**src/rtl/core/ftc_pkg.sv**
```systemverilog
// ----------------------------------------------------------------------------
// ftc_pkg
// Types, constants and calendar helper functions for the frame timestamp
// calendar.
// ----------------------------------------------------------------------------
package ftc_pkg;

  // Opcodes
  localparam logic OpLoad    = 1'b0;
  localparam logic OpAdvance = 1'b1;

  // Field limits
  localparam logic [13:0] YearMax   = 14'd9999;
  localparam logic [3:0]  MonthMin  = 4'd1;
  localparam logic [3:0]  MonthMax  = 4'd12;
  localparam logic [4:0]  DayMin    = 5'd1;
  localparam logic [4:0]  DayMax    = 5'd31;
  localparam logic [4:0]  HourMax   = 5'd23;
  localparam logic [5:0]  MinMax    = 6'd59;
  localparam logic [5:0]  SecMax    = 6'd59;
  localparam logic [9:0]  MilliMax  = 10'd999;
  localparam logic [10:0] MilliWrap = 11'd1000;
  localparam logic [19:0] FrameMax  = 20'd999999;
  localparam logic [9:0]  StepMax   = 10'd999;
  localparam logic [9:0]  StepReset = 10'd40;

  // Reciprocal of 100 for years below 10000: q = (y * 5243) >> 19
  localparam logic [12:0] Recip100  = 13'd5243;
  localparam int unsigned RecipShift = 19;

  // Input item
  typedef struct packed {
    logic        opcode;
    logic [13:0] start_year;
    logic [3:0]  start_month;
    logic [4:0]  start_day;
    logic [4:0]  start_hour;
    logic [5:0]  start_minute;
    logic [5:0]  start_second;
    logic [9:0]  start_millisecond;
    logic [19:0] start_frame;
  } ftc_in_t;

  // Result item
  typedef struct packed {
    logic [13:0] cur_year;
    logic [3:0]  cur_month;
    logic [4:0]  cur_day;
    logic [4:0]  cur_hour;
    logic [5:0]  cur_minute;
    logic [5:0]  cur_second;
    logic [9:0]  cur_millisecond;
    logic [19:0] cur_frame;
  } ftc_out_t;

  // Month lengths, common year
  localparam logic [4:0] MonthLen [12] = '{
    5'd31, 5'd28, 5'd31, 5'd30, 5'd31, 5'd30,
    5'd31, 5'd31, 5'd30, 5'd31, 5'd30, 5'd31
  };

  // Gregorian leap test for years 0..9999
  function automatic logic is_leap(input logic [13:0] year);
    logic [26:0] prod;
    logic [7:0]  cent;
    logic [13:0] hund;
    prod = 27'(year) * 27'(Recip100);
    cent = prod[RecipShift +: 8];
    hund = (14'(cent) << 6) + (14'(cent) << 5) + (14'(cent) << 2);
    return (year[1:0] == 2'b00) && ((year != hund) || (cent[1:0] == 2'b00));
  endfunction

  // Days in a month; out-of-range month reads as January
  function automatic logic [4:0] days_in(input logic [3:0] month, input logic leap);
    logic [3:0] idx;
    idx = ((month >= MonthMin) && (month <= MonthMax)) ? (month - 4'd1) : 4'd0;
    if ((idx == 4'd1) && leap) begin
      return 5'd29;
    end
    return MonthLen[idx];
  endfunction

endpackage

```
**src/rtl/core/frame_timestamp_calendar.sv**
```systemverilog
// ----------------------------------------------------------------------------
// frame_timestamp_calendar
// Per-frame date and time stamp with millisecond resolution and frame count.
// ----------------------------------------------------------------------------
// The block takes one item per clock cycle while in_stall_o is low, and
// returns one timestamp per item from the result register. An item is first
// captured in an input register; once the result register is free, the whole
// carry chain (milliseconds through years, with the leap-year test for
// February) settles in one pass of logic and writes both the calendar state
// and the result register. A load item sets all fields, saturated into their
// ranges; an advance item adds frame_step_ms (used as 999 when larger) and
// counts one frame. frame_step_ms is written through the config port, which
// is always ready, and should only change while no item is in flight.
// ----------------------------------------------------------------------------
module frame_timestamp_calendar (
  input  logic             clk_i,
  input  logic             rst_ni,
  // configuration write
  input  logic             cfg_valid_i,
  output logic             cfg_ready_o,
  input  logic [9:0]       cfg_data_i,
  // input items
  input  logic             in_valid_i,
  output logic             in_stall_o,
  input  ftc_pkg::ftc_in_t in_data_i,
  // results
  output logic             out_valid_o,
  input  logic             out_stall_i,
  output ftc_pkg::ftc_out_t out_data_o
);

  logic              step_en;
  logic [9:0]        frame_step_ms_q;
  logic              in_valid_q;
  ftc_pkg::ftc_in_t  in_data_q;
  logic              out_valid_q;
  ftc_pkg::ftc_out_t out_data_q;
  ftc_pkg::ftc_out_t state_q;
  ftc_pkg::ftc_out_t state_d;
  logic              out_free;
  logic              in_take;

  // Handshake: result register drains or is empty, then the input stage moves
  assign out_free    = !out_valid_q || !out_stall_i;
  assign step_en     = in_valid_q && out_free;
  assign in_stall_o  = in_valid_q && !out_free;
  assign in_take     = in_valid_i && !in_stall_o;
  assign cfg_ready_o = 1'b1;
  assign out_valid_o = out_valid_q;
  assign out_data_o  = out_data_q;

  // Config register
  always_ff @(posedge clk_i or negedge rst_ni) begin
    if (!rst_ni) begin
      frame_step_ms_q <= ftc_pkg::StepReset;
    end else if (cfg_valid_i) begin
      frame_step_ms_q <= cfg_data_i;
    end
  end

  // Input register
  always_ff @(posedge clk_i or negedge rst_ni) begin
    if (!rst_ni) begin
      in_valid_q <= 1'b0;
    end else if (out_free || !in_valid_q) begin
      in_valid_q <= in_valid_i;
    end
  end

  always_ff @(posedge clk_i) begin
    if (in_take) begin
      in_data_q <= in_data_i;
    end
  end

  // Next calendar state: load with saturation, or advance with carry chain
  always_comb begin
    logic [9:0]  step;
    logic [10:0] ms_sum;
    logic        c_sec, c_min, c_hour, c_day, c_mon, c_year;
    logic [5:0]  day_inc;
    logic [4:0]  dim;

    step    = (frame_step_ms_q > ftc_pkg::StepMax) ? ftc_pkg::StepMax : frame_step_ms_q;
    ms_sum  = {1'b0, state_q.cur_millisecond} + {1'b0, step};
    c_sec   = ms_sum >= ftc_pkg::MilliWrap;
    c_min   = c_sec && (state_q.cur_second == ftc_pkg::SecMax);
    c_hour  = c_min && (state_q.cur_minute == ftc_pkg::MinMax);
    c_day   = c_hour && (state_q.cur_hour == ftc_pkg::HourMax);
    day_inc = {1'b0, state_q.cur_day} + 6'd1;
    dim     = ftc_pkg::days_in(state_q.cur_month, ftc_pkg::is_leap(state_q.cur_year));
    c_mon   = c_day && (day_inc > {1'b0, dim});
    c_year  = c_mon && (state_q.cur_month >= ftc_pkg::MonthMax);

    state_d = state_q;
    if (in_data_q.opcode == ftc_pkg::OpLoad) begin
      state_d.cur_year = (in_data_q.start_year > ftc_pkg::YearMax) ?
                         ftc_pkg::YearMax : in_data_q.start_year;
      state_d.cur_month = (in_data_q.start_month < ftc_pkg::MonthMin) ? ftc_pkg::MonthMin :
                          (in_data_q.start_month > ftc_pkg::MonthMax) ? ftc_pkg::MonthMax :
                          in_data_q.start_month;
      state_d.cur_day = (in_data_q.start_day < ftc_pkg::DayMin) ? ftc_pkg::DayMin :
                        in_data_q.start_day;
      state_d.cur_hour = (in_data_q.start_hour > ftc_pkg::HourMax) ?
                         ftc_pkg::HourMax : in_data_q.start_hour;
      state_d.cur_minute = (in_data_q.start_minute > ftc_pkg::MinMax) ?
                           ftc_pkg::MinMax : in_data_q.start_minute;
      state_d.cur_second = (in_data_q.start_second > ftc_pkg::SecMax) ?
                           ftc_pkg::SecMax : in_data_q.start_second;
      state_d.cur_millisecond = (in_data_q.start_millisecond > ftc_pkg::MilliMax) ?
                                ftc_pkg::MilliMax : in_data_q.start_millisecond;
      state_d.cur_frame = (in_data_q.start_frame > ftc_pkg::FrameMax) ?
                          ftc_pkg::FrameMax : in_data_q.start_frame;
    end else begin
      state_d.cur_frame = (state_q.cur_frame >= ftc_pkg::FrameMax) ?
                          20'd0 : state_q.cur_frame + 20'd1;
      state_d.cur_millisecond = c_sec ? 10'(ms_sum - ftc_pkg::MilliWrap) : ms_sum[9:0];
      if (c_sec) begin
        state_d.cur_second = c_min ? 6'd0 : state_q.cur_second + 6'd1;
      end
      if (c_min) begin
        state_d.cur_minute = c_hour ? 6'd0 : state_q.cur_minute + 6'd1;
      end
      if (c_hour) begin
        state_d.cur_hour = c_day ? 5'd0 : state_q.cur_hour + 5'd1;
      end
      if (c_day) begin
        state_d.cur_day = c_mon ? 5'(day_inc - {1'b0, dim}) : day_inc[4:0];
      end
      if (c_mon) begin
        state_d.cur_month = c_year ? 4'(state_q.cur_month - 4'd11) :
                            state_q.cur_month + 4'd1;
      end
      if (c_year) begin
        state_d.cur_year = (state_q.cur_year >= ftc_pkg::YearMax) ?
                           14'd0 : state_q.cur_year + 14'd1;
      end
    end
  end

  // Calendar state
  always_ff @(posedge clk_i or negedge rst_ni) begin
    if (!rst_ni) begin
      state_q <= '{cur_year: 14'd0, cur_month: 4'd1, cur_day: 5'd1, cur_hour: 5'd0,
                   cur_minute: 6'd0, cur_second: 6'd0, cur_millisecond: 10'd0,
                   cur_frame: 20'd0};
    end else if (step_en) begin
      state_q <= state_d;
    end
  end

  // Result register
  always_ff @(posedge clk_i or negedge rst_ni) begin
    if (!rst_ni) begin
      out_valid_q <= 1'b0;
    end else if (out_free) begin
      out_valid_q <= in_valid_q;
    end
  end

  always_ff @(posedge clk_i) begin
    if (step_en) begin
      out_data_q <= state_d;
    end
  end

endmodule

```
**config.mk**
```make
export PLATFORM = sky130hd
export DESIGN_NAME = frame_timestamp_calendar
export DESIGN_NICKNAME = d
export VERILOG_FILES = /design/src/rtl/core/ftc_pkg.sv /design/src/rtl/core/frame_timestamp_calendar.sv
export SDC_FILE = /design/constraint.sdc
export NUM_CORES = 1
export LEC_CHECK = 0
export ABC_AREA = 1
export BUFFER_PORTS_ARGS = -buffer_cell sky130_fd_sc_hd__buf_2
export CORE_MARGIN = 5
export CORE_UTILIZATION = 60
export DETAILED_ROUTE_END_ITERATION = 10
export PLACE_DENSITY = 0.88
export SYNTH_ARGS = -nofsm -noshare
export SYNTH_HDL_FRONTEND = slang
export SYNTH_SLANG_ARGS = --single-unit
```
**constraint.sdc**
```tcl
create_clock -name clk_i -period 19.6 [get_ports clk_i]
set_input_delay 5.88 -clock clk_i [delete_from_list [all_inputs] [get_ports clk_i]]
set_output_delay 5.88 -clock clk_i [all_outputs]
set_load 0.01 [all_outputs]
```
==> impl_metrics.env, run 1 <==
export IMPL_reg2regPathDepth=49
export IMPL_ys_warnings_count=0
export IMPL_start_util_pct=60.5
export IMPL_max_freq_mhz=81.9
export IMPL_worst_setup_path_start_kind="primary input"
export IMPL_ios=159
export IMPL_met1_usage_pct=33.3
export IMPL_fillers=1777
export IMPL_dieHeight_um=169
export IMPL_regToRegStartpoint="state_q[67]$_DFFE_PN0P_"
export IMPL_ys_ff_latch=223
export IMPL_clock_latency_ns=0.54
export IMPL_numPortBuffers=157
export IMPL_ys_async_sr_fraction_pct=36.8
export IMPL_ys_types=59
export IMPL_ys_flop_type="edfxtp_1"
export IMPL_slew_headroom_pct=36.5
export IMPL_dieWidth_um=169
export IMPL_post_cts_setup_buffers=0
export IMPL_use_met3_pct=4.16
export IMPL_ctsResizeCount=0
export IMPL_drt_wl_total_um=36100
export IMPL_wl_per_cell_um=16.9
export IMPL_whs_path_depth=2
export IMPL_worst_pin_slew_ns=0.952
export IMPL_setup_viol=0
export IMPL_fin_nets=2091
export IMPL_synth_adder_area_share_pct=21.4
export IMPL_drt_iter0_markers=924
export IMPL_grt_usage_pct=25.4
export IMPL_grt_setup_unrepaired="no"
export IMPL_synth_compound_area_share_pct=7.77
export IMPL_end_kind="output port"
export IMPL_status="finished, final reports clean"
export IMPL_gp_congestion=0.909
export IMPL_skew_ns=0.0263
export IMPL_antenna_found_initial=5
export IMPL_cts_sinks=223
export IMPL_num_rows=58
export IMPL_grt_pass1_wl_um=59400
export IMPL_path_clk_slew_ns=0.06
export IMPL_yosys_area_top_type="edfxtp_1"
export IMPL_cap_violations=0
export IMPL_firstDrtPassIters=6
export IMPL_synth_area_sq_um=15100
export IMPL_fin_crit_ns=12.21
export IMPL_routed_via_density=5.65
export IMPL_drive_above_1_share_pct=13.7
export IMPL_die_area_sq_um=28500
export IMPL_rrSetupSlack_ns=9.28
export IMPL_htreeDepth=1
export IMPL_path_max_fanout=3
export IMPL_grtUsageMet2_pct=42.4
export IMPL_hold_viol_final=0
export IMPL_route_detailed_drc=0
export IMPL_arrival_ns=6.33
export IMPL_antenna_left=0
export IMPL_synth_simple_area_share_pct=18.2
export IMPL_dpl_hpwl_um=27000
export IMPL_maxSlewViolCount=0
export IMPL_overflow=0
export IMPL_cts_buffer_depth=3
export IMPL_min_to="state_q[23]$_DFFE_PN0P_"
export IMPL_core_area_sq_um=25000
export IMPL_synth_top_family_by_area="adder cells"
export IMPL_worstPathRequired_ns=13.72
export IMPL_grt_max_degree=92
export IMPL_fin_setup_tns_ns=0
export IMPL_hold_path_class="flip-flop to flip-flop"
export IMPL_syn_to_final_growth_pct=12.3
export IMPL_synth_edff_count=141
export IMPL_hp_start="state_q[23]$_DFFE_PN0P_"
export IMPL_ys_seq_area_share_pct=41.6
export IMPL_r2r_end="out_data_o[65]$_DFFE_PP_"
export IMPL_syn_nets=1942
export IMPL_syn_inst=1639
export IMPL_synthTopCellsByArea="edfxtp_1 (28%), dfrtp_1 (13%), ha_1 (12%)"
export IMPL_cts_tree="yes"
export IMPL_num_vias=12100
export IMPL_grt_pass1_vias=12300
export IMPL_worstSetupPathType="primary input to output port"
export IMPL_grt_busiest_layer="met2"
export IMPL_cts_root_buf="clkbuf_16"
export IMPL_period_share_pct=62.3
export IMPL_synthXorXnorAreaFrac_pct=2.49
export IMPL_ctsHoldBuffers=0
export IMPL_cts_made_buffers=24
export IMPL_synthMuxAreaShare_pct=0.364
export IMPL_synth_area_per_cell_sq_um=9.22
export IMPL_yosysTopAreaCellShare_pct=28.0
## logic make-up (layout without fill, tap and decap cells)
| family | count (synthesis) | count (layout) |
|---|---|---|
| AND/OR/NAND/NOR | 627 | 627 |
| adder cells (fa/ha/maj) | 217 | 217 |
| AO/OA/AOI/OAI | 207 | 207 |
| multiplexers | 5 | 5 |
| XOR/XNOR | 43 | 43 |
| other | 1 | 3 |
| flip-flops | 223 | 223 |
| buffers and inverters | 316 | 483 |
## synthesized netlist by cell type (5+ instances only)
master,number
nor3_1,17
xor2_1,27
nand3_1,104
o21ai_0,100
o31ai_1,5
edfxtp_1,141
nand4_1,23
nand2_2,12
o22ai_1,15
nand2_1,370
buf_1,6
o21ai_1,7
a21oi_1,41
a31oi_1,13
nor4_1,6
buf_4,6
nor2_1,68
clkbuf_1,24
dfrtp_1,78
fa_1,70
ha_1,147
and2_1,6
inv_1,272
xnor2_1,16
## state kept, by name, summed over array words and instances (netlist names)
register         count
in_data_q           71
out_data_o          70
state_q             70
frame_step_ms_q     10
in_valid_q           1
out_valid_o          1
## routing by layer
metal  routed length (um)  up-vias
met5                   47        -
met1                14600     5695
li1                     -     5694
met3                 2710      117
met4                 1570        6
met2                17200      562
## layout make-up
cell class | instances | area [sq um] | area share [%]
antenna | 2 | 5.00 | 0.0295
clock buffer | 33 | 664 | 3.92
clock inverter | 11 | 115 | 0.679
inverter | 276 | 1040 | 6.14
multi-input combinational | 1100 | 7600 | 44.8
sequential | 223 | 6290 | 37.1
tap | 330 | 413 | 2.43
timing repair buffer | 163 | 833 | 4.91
## through the flow
step           setup slack, ns  instance area [sq um]  utilization (%)  std cells  hold WS [ns]
2_1_floorplan             7.58                  15100                -       1639         0.448
3_3_place_gp              7.44                  16200             64.8       2092         0.463
3_5_place_dp              7.39                  16200             64.8       2092         0.489
4_1_cts                   7.39                  17000             67.9       2136         0.505
5_1_grt                   7.34                  17000             67.9       2138         0.533
6_report                  7.39                  17000             67.9       2138         0.501
## cells in the final DEF, fill, tap and decap left out, types with 4 or more instances in the layout
master | synthesis | layout
nand4_1 | 23 | 23
nor4_1 | 6 | 6
nand2_1 | 370 | 370
clkinv_2 | 1 | 7
inv_1 | 272 | 271
xnor2_1 | 16 | 16
edfxtp_1 | 141 | 141
nand2_2 | 12 | 12
ha_1 | 147 | 147
a21oi_1 | 41 | 41
xor2_1 | 27 | 27
o22ai_1 | 15 | 15
o21ai_0 | 100 | 100
o211ai_1 | 4 | 4
buf_2 | 3 | 156
or2_2 | 4 | 4
dfrtp_1 | 78 | 78
clkbuf_1 | 24 | 6
a31oi_1 | 13 | 13
buf_4 | 6 | 7
o21ai_1 | 7 | 7
o31ai_1 | 5 | 5
and2_1 | 6 | 6
nor3_1 | 17 | 17
mux2_2 | 4 | 4
fa_1 | 70 | 70
nand3_2 | 4 | 4
nand3_1 | 104 | 104
clkbuf_16 | 0 | 24
nor2_1 | 68 | 68
dfstp_2 | 4 | 4
## how the worst max path moves through the flow
| stage | slack [ns] | cells past startpoint | to | start |
|---|---|---|---|---|
| final | 7.39 | 4 | in_stall_o | out_stall_i |
| after global routing | 7.34 | 4 | in_stall_o | out_stall_i |
| after CTS | 7.39 | 4 | in_stall_o | out_stall_i |
| after detailed placement | 7.39 | 4 | in_stall_o | out_stall_i |
| after global placement | 7.44 | 4 | in_stall_o | out_stall_i |
| after floorplan | 7.58 | 2 | in_stall_o | out_stall_i |
## critical path: stages
cell and delay (ns):
buf_2 0.08, nand2_1 0.08, nor2_1 0.13, buf_2 0.15
Power of run 1 is not shown: default switching activity piles up to over one toggle a cycle in this logic, so the estimate is an artifact.
==> run 2, diff against run 1 <==
==> constraint.sdc (replaced) <==
create_clock -name clk_i -period 12.6 [get_ports clk_i]
set_input_delay 3.78 -clock clk_i [delete_from_list [all_inputs] [get_ports clk_i]]
set_output_delay 3.78 -clock clk_i [all_outputs]
set_load 0.01 [all_outputs]
==> impl_metrics.env, run 2 (synthesis gave the netlist of run 1 again) <==
export IMPL_grt_pass1_vias=12100
export IMPL_drt_wl_total_um=37400
export IMPL_syn_to_final_growth_pct=12.3
export IMPL_slew_headroom_pct=25.2
export IMPL_wl_per_cell_um=17.5
export IMPL_maxSlewViolCount=0
export IMPL_firstDrtPassIters=5
export IMPL_clock_latency_ns=0.52
export IMPL_worstSetupPathType="flip-flop to flip-flop"
export IMPL_period_share_pct=79.4
export IMPL_ctsHoldBuffers=0
export IMPL_path_buf_inv=9
export IMPL_grt_setup_unrepaired="no"
export IMPL_multiInputGateArea_sq_um=7600
export IMPL_numPortBuffers=157
export IMPL_num_rows=58
export IMPL_cts_root_buf="clkbuf_16"
export IMPL_fin_nets=2091
export IMPL_seq_area_sq_um=6290
export IMPL_antenna_found_initial=6
export IMPL_antenna_left=0
export IMPL_final_cell_area_sq_um=17000
export IMPL_dpl_cell_count=2092
export IMPL_cap_violations=0
export IMPL_skew_ns=0.0163
export IMPL_post_cts_setup_buffers=0
export IMPL_grt_pass1_wl_um=60200
export IMPL_cts_sinks=223
export IMPL_htreeDepth=1
export IMPL_cts_made_buffers=24
export IMPL_start_util_pct=60.5
export IMPL_worst_setup_path_start_kind="flip-flop"
export IMPL_fillers=1754
export IMPL_crit_path_max_incr_delay_ns=0.75
export IMPL_num_vias=12200
export IMPL_layout_commonest_cell="nand2_1"
export IMPL_dieWidth_um=169
export IMPL_worst_hold_slack_ns=0.513
export IMPL_ctsResizeCount=0
export IMPL_path_max_fanout=20
export IMPL_dpl_hpwl_um=27600
export IMPL_route_detailed_drc=0
export IMPL_cts_tree="yes"
export IMPL_arrival_ns=10.28
export IMPL_hold_viol_final=0
export IMPL_cts_buffer_depth=3
export IMPL_fin_crit_ns=10.01
export IMPL_regMostFlops="in_data_q"
export IMPL_grt_usage_pct=25.8
export IMPL_overflow=0
export IMPL_mostFrequentLayoutCells="nand2_1 (370), inv_1 (271), buf_2 (156)"
export IMPL_worstPathRequired_ns=12.87
export IMPL_largest_reg_flops=71
export IMPL_core_area_sq_um=25000
export IMPL_worst_pin_slew_ns=1.12
export IMPL_path_clk_slew_ns=0.07
export IMPL_drt_iter0_markers=1008
export IMPL_critPathTopFamily="adder cells"
export IMPL_die_area_sq_um=28500
export IMPL_ios=159
export IMPL_hold_path_class="flip-flop to flip-flop"
export IMPL_placed_cell_area_sq_um=16200
export IMPL_grt_max_degree=99
export IMPL_routed_via_density=5.70
export IMPL_fin_setup_tns_ns=0
export IMPL_end_kind="flip-flop"
export IMPL_status="finished, final reports clean"
export IMPL_final_cells=2141
export IMPL_gp_congestion=0.944
export IMPL_setup_viol=0
export IMPL_dieHeight_um=169
export IMPL_drive_above_1_share_pct=13.6
export IMPL_crit_path_top_delay_cell="dfrtp_1"
export IMPL_crit_path_frequent_cell="nand2_1"
export IMPL_max_freq_mhz=99.9
-- run 2: cell count changes in the layout (fill, tap and decap cells not counted) --
| cell | delta |
|---|---|
| clkbuf_8 | +1 |
| clkinv_16 | -1 |
| clkinv_2 | -4 |
| clkinv_4 | -1 |
| clkinvlp_4 | +1 |
| clkbuf_1 | +2 |
| diode_2 | +3 |
| clkbuf_16 | +1 |
| inv_8 | +1 |
-- run 2: metrics by stage --
step | util (%) | worst slack (ns)
after floorplan | - | 3.75
after global placement | 64.8 | 3.06
after detailed placement | 64.8 | 2.71
after CTS | 68.0 | 2.67
after global routing | 68.0 | 1.77
final | 68.0 | 2.59
-- run 2: worst paths after layout --
kind	slack, ns	start	end	depth (start not counted)
setup / recovery	2.59	state_q[67]$_DFFE_PN0P_	out_data_o[55]$_DFFE_PP_	51
hold / removal	0.51	state_q[41]$_DFFE_PN0P_	state_q[41]$_DFFE_PN0P_	2
setup reg to reg	2.59	state_q[67]$_DFFE_PN0P_	out_data_o[55]$_DFFE_PP_	51
hold reg to reg	0.51	state_q[41]$_DFFE_PN0P_	state_q[41]$_DFFE_PN0P_	2
max in group asynchronous	8.30	rst_ni	state_q[26]$_DFFE_PN0P_	2
min in group asynchronous	3.04	rst_ni	state_q[6]$_DFFE_PN0P_	1
-- run 2: layer usage --
layer	wire (um)	vias up	global-route usage, %
met5	11	-	0
met4	1550	2	10.6
met3	2820	97	3.83
met2	17900	594	42.2
met1	15100	5817	34.9
li1	-	5692	-
-- run 2: cell type report --
type	count	share of cell area, %
clock inverters	7	0.442
multi-input cells	1100	44.8
clock buffers	37	4.19
well taps	330	2.43
diodes	5	0.0737
inverters	276	6.14
flip-flops and latches	223	37.1
repair buffers	163	4.91
-- run 2: worst reg2reg max path, delay by kind of cell, from the launching register on --
| family | cells | cell delay (ns) |
|---|---|---|
| AOI/OAI and AO/OA | 5 | 0.80 |
| xor gates and xnor gates | 2 | 0.41 |
| adders and majority gates | 11 | 4.14 |
| buffers and inverters | 9 | 0.66 |
| DFF | 1 | 0.75 |
| and+or+nand+nor | 24 | 3.01 |
Power of run 2 is left out for the same reason.
